**config.mk**
```make
export PLATFORM = sky130hd
export DESIGN_NAME = tcp_probe_header_builder
export DESIGN_NICKNAME = d
export VERILOG_FILES = /design/src/tphb_pkg.sv /design/src/tphb_regs.sv /design/src/tcp_probe_header_builder.sv
export VERILOG_INCLUDE_DIRS = /design/src /design/src/src
export SDC_FILE = /design/constraint.sdc
export NUM_CORES = 1
export LEC_CHECK = 0
export ABC_AREA = 1
export BUFFER_PORTS_ARGS = -buffer_cell sky130_fd_sc_hd__buf_2
export CORE_ASPECT_RATIO = 1.2
export CORE_MARGIN = 5
export CORE_UTILIZATION = 60
export DETAILED_ROUTE_END_ITERATION = 8
export PLACE_DENSITY = 0.81
export SYNTH_ARGS = -nofsm -noshare
export SYNTH_HDL_FRONTEND = slang
export SYNTH_SLANG_ARGS = --single-unit
```
**constraint.sdc**
```tcl
create_clock -name clk -period 8.1 [get_ports clk]
set_input_delay 0.405 -clock clk [delete_from_list [all_inputs] [get_ports clk]]
set_output_delay 0.405 -clock clk [all_outputs]
set_load 0.1 [all_outputs]
```
**src/assert_macros.svh**
```systemverilog
// Assertion helpers shared by the RTL files.
`ifndef ASSERT_MACROS_SVH
`define ASSERT_MACROS_SVH

`ifndef SYNTHESIS
// Consequent must hold in the same cycle as the antecedent.
`define ASSERT_SAME(lbl, clk, rst_n, ante, cons) \
	lbl: assert property (@(posedge clk) disable iff (!rst_n) (ante) |-> (cons)) \
		else $error("assertion failed");
// Consequent must hold in the cycle after the antecedent.
`define ASSERT_NEXT(lbl, clk, rst_n, ante, cons) \
	lbl: assert property (@(posedge clk) disable iff (!rst_n) (ante) |=> (cons)) \
		else $error("assertion failed");
`else
`define ASSERT_SAME(lbl, clk, rst_n, ante, cons)
`define ASSERT_NEXT(lbl, clk, rst_n, ante, cons)
`endif

`endif

```
**src/tphb_pkg.sv**
```systemverilog
`default_nettype none
package tphb_pkg;

	// Header layout
	localparam int unsigned HDR_WORDS = 10;
	localparam logic [3:0] FIRST_IDX = 4'd0;
	localparam logic [3:0] LAST_IDX = 4'd9;

	// Fixed header fields
	localparam logic [31:0] IP_WORD0 = 32'h4500_0028;
	localparam logic [15:0] IP_DF = 16'h4000;
	localparam logic [31:0] IP_WORD2 = 32'h4006_0000;
	localparam logic [15:0] TCP_OFF_HI = 16'h5000;
	localparam logic [15:0] TCP_WINDOW = 16'd29200;
	// Pseudo-header protocol plus TCP length
	localparam logic [15:0] PSEUDO_CONST = 16'd26;

	// TCP flag bits
	localparam logic [5:0] FL_NONE = 6'h00;
	localparam logic [5:0] FL_FIN = 6'h01;
	localparam logic [5:0] FL_SYN = 6'h02;
	localparam logic [5:0] FL_PSH = 6'h08;
	localparam logic [5:0] FL_URG = 6'h20;

	// Register address width and register select values (paddr bit 2)
	localparam int unsigned ADDR_W = 3;
	localparam logic REG_SOURCE = 1'b0;
	localparam logic REG_TARGET = 1'b1;

	typedef struct packed {
		logic [31:0] source_address;
		logic [31:0] dest_address;
	} cfg_t;

	// Lowest set kind bit picks the flag set
	function automatic logic [5:0] kind_flags(input logic [2:0] kind);
		logic [5:0] f;
		begin
			if (kind[0]) f = FL_FIN;
			else if (kind[1]) f = FL_SYN;
			else if (kind[2]) f = FL_FIN | FL_PSH | FL_URG;
			else f = FL_NONE;
			return f;
		end
	endfunction

endpackage
`default_nettype wire

```
**src/tphb_regs.sv**
```systemverilog
`default_nettype none
`include "assert_macros.svh"
module tphb_regs (
	input  wire logic                          clk,
	input  wire logic                          arst_n,
	input  wire logic                          psel,
	input  wire logic                          penable,
	input  wire logic                          pwrite,
	input  wire logic [tphb_pkg::ADDR_W-1:0]   paddr,
	input  wire logic [31:0]                   pwdata,
	output logic [31:0]                        prdata,
	output logic                               pready,
	output tphb_pkg::cfg_t                     cfg
);

	logic wr_en;
	tphb_pkg::cfg_t cfg_q;

	assign pready = 1'b1;
	assign wr_en = psel && penable && pwrite;

	// Write the addressed register
	always_ff @(posedge clk or negedge arst_n) begin
		if (!arst_n) begin
			cfg_q <= '0;
		end else if (wr_en) begin
			case (paddr[2])
				tphb_pkg::REG_SOURCE: cfg_q.source_address <= pwdata;
				tphb_pkg::REG_TARGET: cfg_q.dest_address <= pwdata;
				default: cfg_q <= cfg_q;
			endcase
		end
	end

	// Read back
	always_comb begin
		case (paddr[2])
			tphb_pkg::REG_SOURCE: prdata = cfg_q.source_address;
			tphb_pkg::REG_TARGET: prdata = cfg_q.dest_address;
			default: prdata = '0;
		endcase
	end

	assign cfg = cfg_q;

	`ASSERT_NEXT(a_src_write, clk, arst_n, wr_en && (paddr[2] == tphb_pkg::REG_SOURCE), cfg_q.source_address == $past(pwdata))
	`ASSERT_NEXT(a_dst_write, clk, arst_n, wr_en && (paddr[2] == tphb_pkg::REG_TARGET), cfg_q.dest_address == $past(pwdata))
	`ASSERT_NEXT(a_cfg_hold, clk, arst_n, !wr_en, $stable(cfg_q))

endmodule
`default_nettype wire

```
**src/tcp_probe_header_builder.sv**
```systemverilog
// Builds a 40-byte IPv4+TCP probe header from one probe request and sends it as ten
// 32-bit network-order words (word_index 0..9, last_word on the tenth), one word per
// cycle while out_stall is low; the next header loads only after the last word is taken.
// A request passes two pipeline stages (port/sequence and address partial sums, then
// the full checksum sum) and the checksum fold is done as it loads into the output
// serializer, whose register then presents the first word. Up to two more
// requests are held in the pipeline while a header is still draining. The IP header
// checksum is sent as zero; a TCP checksum that computes to zero is sent as zero.
// source_address and dest_address live at byte addresses 0 and 4 of the APB port
// and must only be changed while no probe is in flight.
`default_nettype none
`include "assert_macros.svh"
module tcp_probe_header_builder (
	input  wire logic                          clk,
	input  wire logic                          arst_n,
	// Configuration port
	input  wire logic                          psel,
	input  wire logic                          penable,
	input  wire logic                          pwrite,
	input  wire logic [tphb_pkg::ADDR_W-1:0]   paddr,
	input  wire logic [31:0]                   pwdata,
	output logic [31:0]                        prdata,
	output logic                               pready,
	// Probe requests
	input  wire logic                          in_valid,
	output logic                               in_stall,
	input  wire logic [15:0]                   destination_port,
	input  wire logic [15:0]                   source_port,
	input  wire logic [31:0]                   sequence_number,
	input  wire logic [15:0]                   ip_ident,
	input  wire logic [2:0]                    probe_kind,
	// Header words
	output logic                               out_valid,
	input  wire logic                          out_stall,
	output logic [31:0]                        header_word,
	output logic [3:0]                         word_index,
	output logic                               last_word
);

	tphb_pkg::cfg_t cfg;

	// Stage 1
	logic        valid_s1;
	logic [15:0] dport_s1, sport_s1, ident_s1;
	logic [31:0] seq_s1;
	logic [5:0]  flags_s1;
	logic [17:0] psum_s1;
	logic [17:0] asum_s1;
	// Stage 2
	logic        valid_s2;
	logic [15:0] dport_s2, sport_s2, ident_s2;
	logic [31:0] seq_s2;
	logic [5:0]  flags_s2;
	logic [19:0] sum_s2;
	// Stage 3: serializer
	logic        valid_s3;
	logic [15:0] dport_s3, sport_s3, ident_s3;
	logic [31:0] seq_s3;
	logic [5:0]  flags_s3;
	logic [15:0] ck_s3;
	logic [3:0]  cnt_s3;

	logic in_fire, out_fire, s3_free, adv3, s2_free, adv2, s1_free;
	logic [16:0] fold1;
	logic [15:0] fold2;

	tphb_regs u_regs (
		.clk     (clk),
		.arst_n  (arst_n),
		.psel    (psel),
		.penable (penable),
		.pwrite  (pwrite),
		.paddr   (paddr),
		.pwdata  (pwdata),
		.prdata  (prdata),
		.pready  (pready),
		.cfg     (cfg)
	);

	// Pipeline handshake
	assign out_valid = valid_s3;
	assign out_fire = valid_s3 && !out_stall;
	assign s3_free = !valid_s3 || (out_fire && (cnt_s3 == tphb_pkg::LAST_IDX));
	assign adv3 = valid_s2 && s3_free;
	assign s2_free = !valid_s2 || adv3;
	assign adv2 = valid_s1 && s2_free;
	assign s1_free = !valid_s1 || adv2;
	assign in_stall = !s1_free;
	assign in_fire = in_valid && s1_free;

	// Valid bits
	always_ff @(posedge clk or negedge arst_n) begin
		if (!arst_n) begin
			valid_s1 <= 1'b0;
			valid_s2 <= 1'b0;
			valid_s3 <= 1'b0;
			cnt_s3 <= tphb_pkg::FIRST_IDX;
		end else begin
			if (s1_free) valid_s1 <= in_valid;
			if (s2_free) valid_s2 <= valid_s1;
			if (s3_free) begin
				valid_s3 <= valid_s2;
				cnt_s3 <= tphb_pkg::FIRST_IDX;
			end else if (out_fire) begin
				cnt_s3 <= cnt_s3 + 4'd1;
			end
		end
	end

	// Stage 1: capture request, partial sums of ports/sequence and addresses
	always_ff @(posedge clk) begin
		if (in_fire) begin
			dport_s1 <= destination_port;
			sport_s1 <= source_port;
			seq_s1 <= sequence_number;
			ident_s1 <= ip_ident;
			flags_s1 <= tphb_pkg::kind_flags(probe_kind);
			psum_s1 <= {2'b0, source_port} + {2'b0, destination_port}
				+ {2'b0, sequence_number[31:16]} + {2'b0, sequence_number[15:0]};
			asum_s1 <= {2'b0, cfg.source_address[31:16]} + {2'b0, cfg.source_address[15:0]}
				+ {2'b0, cfg.dest_address[31:16]} + {2'b0, cfg.dest_address[15:0]};
		end
	end

	// Stage 2: complete the ones'-complement sum
	always_ff @(posedge clk) begin
		if (adv2) begin
			dport_s2 <= dport_s1;
			sport_s2 <= sport_s1;
			seq_s2 <= seq_s1;
			ident_s2 <= ident_s1;
			flags_s2 <= flags_s1;
			sum_s2 <= {2'b0, psum_s1} + {2'b0, asum_s1}
				+ {4'b0, tphb_pkg::TCP_OFF_HI | {10'b0, flags_s1}}
				+ {4'b0, tphb_pkg::TCP_WINDOW} + {4'b0, tphb_pkg::PSEUDO_CONST};
		end
	end

	// Fold carries; the complement is taken as stage 3 loads
	assign fold1 = {13'b0, sum_s2[19:16]} + {1'b0, sum_s2[15:0]};
	assign fold2 = fold1[15:0] + {15'b0, fold1[16]};

	// Stage 3: load the serializer
	always_ff @(posedge clk) begin
		if (adv3) begin
			dport_s3 <= dport_s2;
			sport_s3 <= sport_s2;
			seq_s3 <= seq_s2;
			ident_s3 <= ident_s2;
			flags_s3 <= flags_s2;
			ck_s3 <= ~fold2;
		end
	end

	// Select the current header word
	always_comb begin
		case (cnt_s3)
			4'd0: header_word = tphb_pkg::IP_WORD0;
			4'd1: header_word = {ident_s3, tphb_pkg::IP_DF};
			4'd2: header_word = tphb_pkg::IP_WORD2;
			4'd3: header_word = cfg.source_address;
			4'd4: header_word = cfg.dest_address;
			4'd5: header_word = {sport_s3, dport_s3};
			4'd6: header_word = seq_s3;
			4'd7: header_word = 32'h0;
			4'd8: header_word = {tphb_pkg::TCP_OFF_HI | {10'b0, flags_s3}, tphb_pkg::TCP_WINDOW};
			4'd9: header_word = {ck_s3, 16'h0};
			default: header_word = 32'h0;
		endcase
	end

	assign word_index = cnt_s3;
	assign last_word = (cnt_s3 == tphb_pkg::LAST_IDX);

	`ASSERT_NEXT(a_no_drop_mid_header, clk, arst_n, out_fire && !last_word, out_valid && (word_index == $past(word_index) + 4'd1))
	`ASSERT_NEXT(a_hold_on_stall, clk, arst_n, out_valid && out_stall, out_valid && (word_index == $past(word_index)))
	`ASSERT_NEXT(a_s2_holds, clk, arst_n, valid_s2 && !s3_free, valid_s2 && $stable(sum_s2))
	`ASSERT_SAME(a_cnt_range, clk, arst_n, valid_s3, cnt_s3 <= tphb_pkg::LAST_IDX)

endmodule
`default_nettype wire

```
---- After elaboration in Yosys (flattened, before gate mapping) ----
Index checks and enable logic that the tools add are counted.
cells by class
  reduce and logical (&&, ||, !) cells .... 20
  bitwise logic cells ..................... 2
  equal/unequal tests ..................... 8
  mux-type cells .......................... 6
  $add $sub $neg .......................... 13
operators by type and width
  kind                                                  count
  case mux 32 bit (9 select lines)                      1
  case mux 32 bit (2 select lines)                      1
  adder 17 x 16 -> 18 bit                               2
  adder 18 x 16 -> 18 bit                               2
  adder 16 x 16 -> 17 bit                               2
  adder 19 x 15 -> 20 bit                               1
  adder 20 x 15 -> 20 bit (second input constant)       1
  adder 20 x 5 -> 20 bit (second input constant)        1
  adder 18 x 18 -> 19 bit                               1
  adder 4 x 16 -> 17 bit                                1
  adder 16 x 1 -> 16 bit                                1
  NOT 16 bit                                            1
  equality test 4 x 3 -> 1 bit (second input constant)  3
  equality test 4 x 2 -> 1 bit (second input constant)  2
  equality test 4 bit (second input constant)           2
  2-to-1 mux 4 bit                                      2
  logical AND 1 bit                                     7
  2-to-1 mux 6 bit                                      1
  logical NOT 1 bit                                     5
  adder 4 x 1 -> 4 bit (second input constant)          1
  equality test 4 x 1 -> 1 bit (second input constant)  1
  logical NOT 4 bit                                     1
  AND reduction 2 bit                                   2
  logical OR 1 bit                                      3
  other kinds (4)                                       4
storage, ports and cells
  output and inout port bits .............. 72
  input port bits ......................... 125
  register bits after elaboration ......... 401

---- Depth between registers and ports, before layout ----
  word-level depth ........................ 9
  gate-level depth with buffers ........... 20
  depth with buffers taken out ............ 20

---- Modules after synthesis ----
A second synthesis with hierarchy kept.
second synthesis, totals
  cell total of the unflattened synthesis .. 1,786
  area total of the unflattened synthesis .. 19,796.5 um^2
modules (own cells, without submodules)
  module                    area an instance (um^2)  sequential area each (um^2)  cells each  times used
  tcp_probe_header_builder  16,778.6                 9,814.4                      1,400       1
  tphb_regs                 3,017.9                  1,601.5                      386         1

---- Worst setup path before layout ----
OpenSTA, ideal clock, no wires.
  path kind ............................... register -> register
  from .................................... reg cnt_s3[0], in the netlist word_index[0]
  to ...................................... reg dport_s2[0] (enable)
  stages on the path, launching flop included .. 6
  buffers on the path ..................... 0
  data arrival time ....................... 6.030 ns
  slack ................................... 1.504 ns
  path through ............................ dfrtp_1 > ha_1 > nand3_1 > o21ai_1 > nor2_1 > nor2_1
between the ends
  longest elaborated chain between the ends .. 6
ends and longest elaborated chain
  what                      RTL line                         source
  start: declaration        tcp_probe_header_builder.sv:61   logic [3:0] cnt_s3;
  start signal: assignment  tcp_probe_header_builder.sv:97   cnt_s3 <= tphb_pkg::FIRST_IDX;
  start signal: assignment  tcp_probe_header_builder.sv:103  cnt_s3 <= tphb_pkg::FIRST_IDX;
  start signal: assignment  tcp_probe_header_builder.sv:105  cnt_s3 <= cnt_s3 + 4'd1;
  equality test 4 bit       tcp_probe_header_builder.sv:83   assign s3_free = !valid_s3 || (out_fire && (cnt_s3 == tphb_pkg::LAST_IDX));
  logical AND 1 bit         tcp_probe_header_builder.sv:83
  logical OR 1 bit          tcp_probe_header_builder.sv:83
  logical AND 1 bit         tcp_probe_header_builder.sv:84   assign adv3 = valid_s2 && s3_free;
  logical OR 1 bit          tcp_probe_header_builder.sv:85   assign s2_free = !valid_s2 || adv3;
  logical AND 1 bit         tcp_probe_header_builder.sv:86   assign adv2 = valid_s1 && s2_free;
  net adv2                  tcp_probe_header_builder.sv:63   logic in_fire, out_fire, s3_free, adv3, s2_free, adv2, s1_free;
  end signal: assignment    tcp_probe_header_builder.sv:128  dport_s2 <= dport_s1;
  end: declaration          tcp_probe_header_builder.sv:51   logic [15:0] dport_s2, sport_s2, ident_s2;
The timed path passes the listed nets, and every way through them passes these cells.
A chain may end at the register's enable or synchronous reset.

---- Worst setup path after layout ----
  from .................................... reg cnt_s3[0], in the netlist word_index[0]
  to ...................................... out header_word[13]
between the ends
  longest elaborated chain between the ends .. 2
  elaborated cells between the ends (all ways) .. 10
  classes of those cells .................. 8 x eq/ne; 1 x mux; 1 x reduce/logical
ends and longest elaborated chain
  what                                         RTL line                         source
  equality test 4 bit (tied with other cells)  tcp_probe_header_builder.sv:157  case (cnt_s3)
  case mux 32 bit (9 select lines) *           tcp_probe_header_builder.sv:157
  end: declaration                             tcp_probe_header_builder.sv:35   output logic [31:0] header_word,
Mark *: on every way between the ends. The rest lies on a longest branch, timed or not.

==> metrics.cfg <==
[sta]
hold_slack_ns = 0.0408
slew_headroom = 0.296
post-route-period-util = 0.466
fmax_ghz = 0.265
min_period_ns = 3.78
final_max_slew_viol_count = 0
setup_viol = 0
worst_slew_pin_slew_ns = 1.06
finalHoldViolCount = 0
skew_ns = 0.0180
tns_ns = 0
rsz0062_at_grt = no

[critical_path]
cp_slowest_cell = a221oi_1
critPathBufInv = 3
path_cells = inv_1 -> ha_1 -> nand3_1 -> inv_1 -> a221oi_1 -> o221ai_1 -> buf_2
end_kind = output pin
cp_data_required_time_ns = 7.70
path_class = register to output pin
cpMostUsedCell = inv_1
cp_max_fo = 6
max_stage_delay_ns = 0.74
crit_family = compound AO/OA/AOI/OAI gates
start_kind = register
crit_arrival_ns = 3.37

[power]
p_leak_nw = 9.82
pwr_density_cell_nw_per_um2 = 395
irDropWorstVdd_uv = 221

[global_route]
grt_pass1_wl_mm = 72.5
grt_use_total = 0.261
antenna_found_initial = 1
grt-ovfl-total = 0
grt_max_degree = 80
grt_pass1_vias = 13300

[final_layout]
nets = 2203
syn2layout_area_growth_pct = 13.9
n_fill_cell = 2257
drive_gt1_frac = 0.155
final_area_um2 = 22000

[clock_tree]
cts_buffers = 39
post_cts_buffers = 0
clockRootBuffer = clkbuf_16
cts_tree = yes
cts.clk_slew.worst_paths_ns = 0.06
clockBufferDepth = 3
insertion_delay_ns = 0.54
ctsHoldBuffers = 0
cts_sinks = 392
cts_resized = 0
htree_levels = 2

[detailed_routing]
wl_met1_mm = 18.1
via_count = 13100
route.detailed.drc = 0
wl_per_cell_um = 19.8
vias_per_cell = 5.58
top_layer_used = met4
firstDrtPassIters = 5
wl_met2_mm = 23.0
dr_wl_met3_mm = 3.56
drtAntennaViolNets = 0
drt_iter0_markers = 1244
wl_mm = 46.6

[synth]
yosysWarnings = 0
synthesis.area_um2 = 19300
synth.most_common_cell = nand2_1
synth_cell_types = 45
syn_area_per_cell_um2 = 11.3
yosysTopAreaCell = edfxtp_1
synth.top_cell.area_share = 0.499
synth_common_cells = nand2_1 (328), edfxtp_1 (321), inv_1 (321), o21ai_0 (126), ha_1 (92)
synthArstFlopShare = 0.181
yosysSeqAreaShare = 0.591
synthCells = 1703
synth_area_leaders = edfxtp_1 (50%), dfrtp_1 (9.2%), fa_1 (7.4%)
syn_nets = 1991
synthFlopType = edfxtp_1
synth_seq_cells = 392
synth-edff-count = 321

[die]
rows = 72
ioPinCount = 197
core_um2 = 32100
initial_core_util = 0.603
die_h_um = 207
die_x_um = 174
dieArea_um2 = 35900

[job]
cap_violations = 0

[outcome]
outcome = completed

[place]
dpl.hpwl_mm = 34.8
place.gp.congestion = 0.927
dpl_cell_area_um2 = 20800
numPortBuffers = 193

[hold_path]
hold_path_class = input port to register

## per-layer routing
layer / track usage / up-vias
met2: 0.446 / 597
met1: 0.343 / 6316
li1: - / 6112
met4: 0.106 / 0
met5: 0 / -
met3: 0.0373 / 105
## cell usage in the layout, fill, tap and decap left out, drive strengths merged, types with 7 or more instances in the layout
cell type and count:
edfxtp 321, o21ai 133, a221oi 20, nand2 347, o2111ai 8, nand4 21
clkinv 14, o22ai 10, nor3 7, clkbuf 49, nor2 59, a21oi 53
nand3 49, dfrtp 71, xnor2 12, ha 92, xor2 34, buf 204
fa 71, inv 326
## area by class of cell
type | count | area [µm²] | share of cell area
multi-input combinational | 952 | 6570 | 0.299
timing repair buffer | 204 | 1050 | 0.0476
clock buffer | 49 | 1080 | 0.0489
inverter | 326 | 1230 | 0.0557
tap | 407 | 509 | 0.0231
antenna | 1 | 2.50 | 0.000114
clock inverter | 20 | 161 | 0.00733
sequential | 392 | 11400 | 0.519
## worst reg2reg max path: cells and delay by family (launching register included)
family	cells	cell delay, ns
DFF	1	0.37
adders and majority gates	4	1.62
buffers and inverters	3	0.24
AOI/OAI and AO/OA	1	0.55
xor gates and xnor gates	1	0.08
and+or+nand+nor	4	0.55
## flip-flops by register name, summed over array words and instances, names as in the netlist, 4 cells and up
register    cells
ident_s2       16
ck_s3          16
asum_s1        18
seq_s3         32
ident_s1       16
seq_s1         32
ident_s3       16
dport_s3       16
dport_s2       16
dport_s1       16
u_regs.cfg     64
sport_s1       16
seq_s2         32
psum_s1        18
sport_s3       16
sport_s2       16
word_index      4
sum_s2         20
## metrics by stage
stage	total power, mW	utilization	std cells	worst slack, ns
finish	8.70	0.686	2351	4.32
global route	9.19	0.686	2351	4.25
CTS	8.73	0.686	2350	4.35
detailed placement	6.93	0.648	2281	4.25
global placement	6.86	0.648	2281	4.34
floorplan	5.91	-	1703	1.50
## kinds of logic after synthesis
group,count (synthesis),share of synthesized area
AND/OR/NAND/NOR,491,0.109
flip-flops,392,0.591
buffers and inverters,359,0.0701
AO/OA/AOI/OAI,251,0.0756
adder cells (fa/ha/maj),163,0.133
XOR/XNOR,46,0.0212
other,1,0.000194
## where the power goes
part           switching, mW  total [mW]  internal (mW)  leakage, nW
Clock                  0.750        1.76           1.01        0.600
Combinational           2.98        4.09           1.11         5.42
Sequential             0.159        2.85           2.69         3.80
Total                   3.89        8.70           4.81         9.82
## final timing paths
check / from / end / slack (ns) / cells after the start
worst max-delay path: word_index[0]$_DFFE_PN0P_ / header_word[13] / 4.32 / 7
worst min-delay path: ip_ident[13] / ident_s1[13]$_DFFE_PP_ / 0.04 / 1
worst max register to register: u_regs.cfg[1]$_DFFE_PN0P_ / asum_s1[15]$_DFFE_PP_ / 4.44 / 13
worst min register to register: seq_s2[21]$_DFFE_PP_ / seq_s3[21]$_DFFE_PP_ / 0.41 / 0
max in group asynchronous: arst_n / u_regs.cfg[57]$_DFFE_PN0P_ / 7.40 / 2
min in group asynchronous: arst_n / word_index[0]$_DFFE_PN0P_ / 0.07 / 2
(Power assumes the default switching activity.)
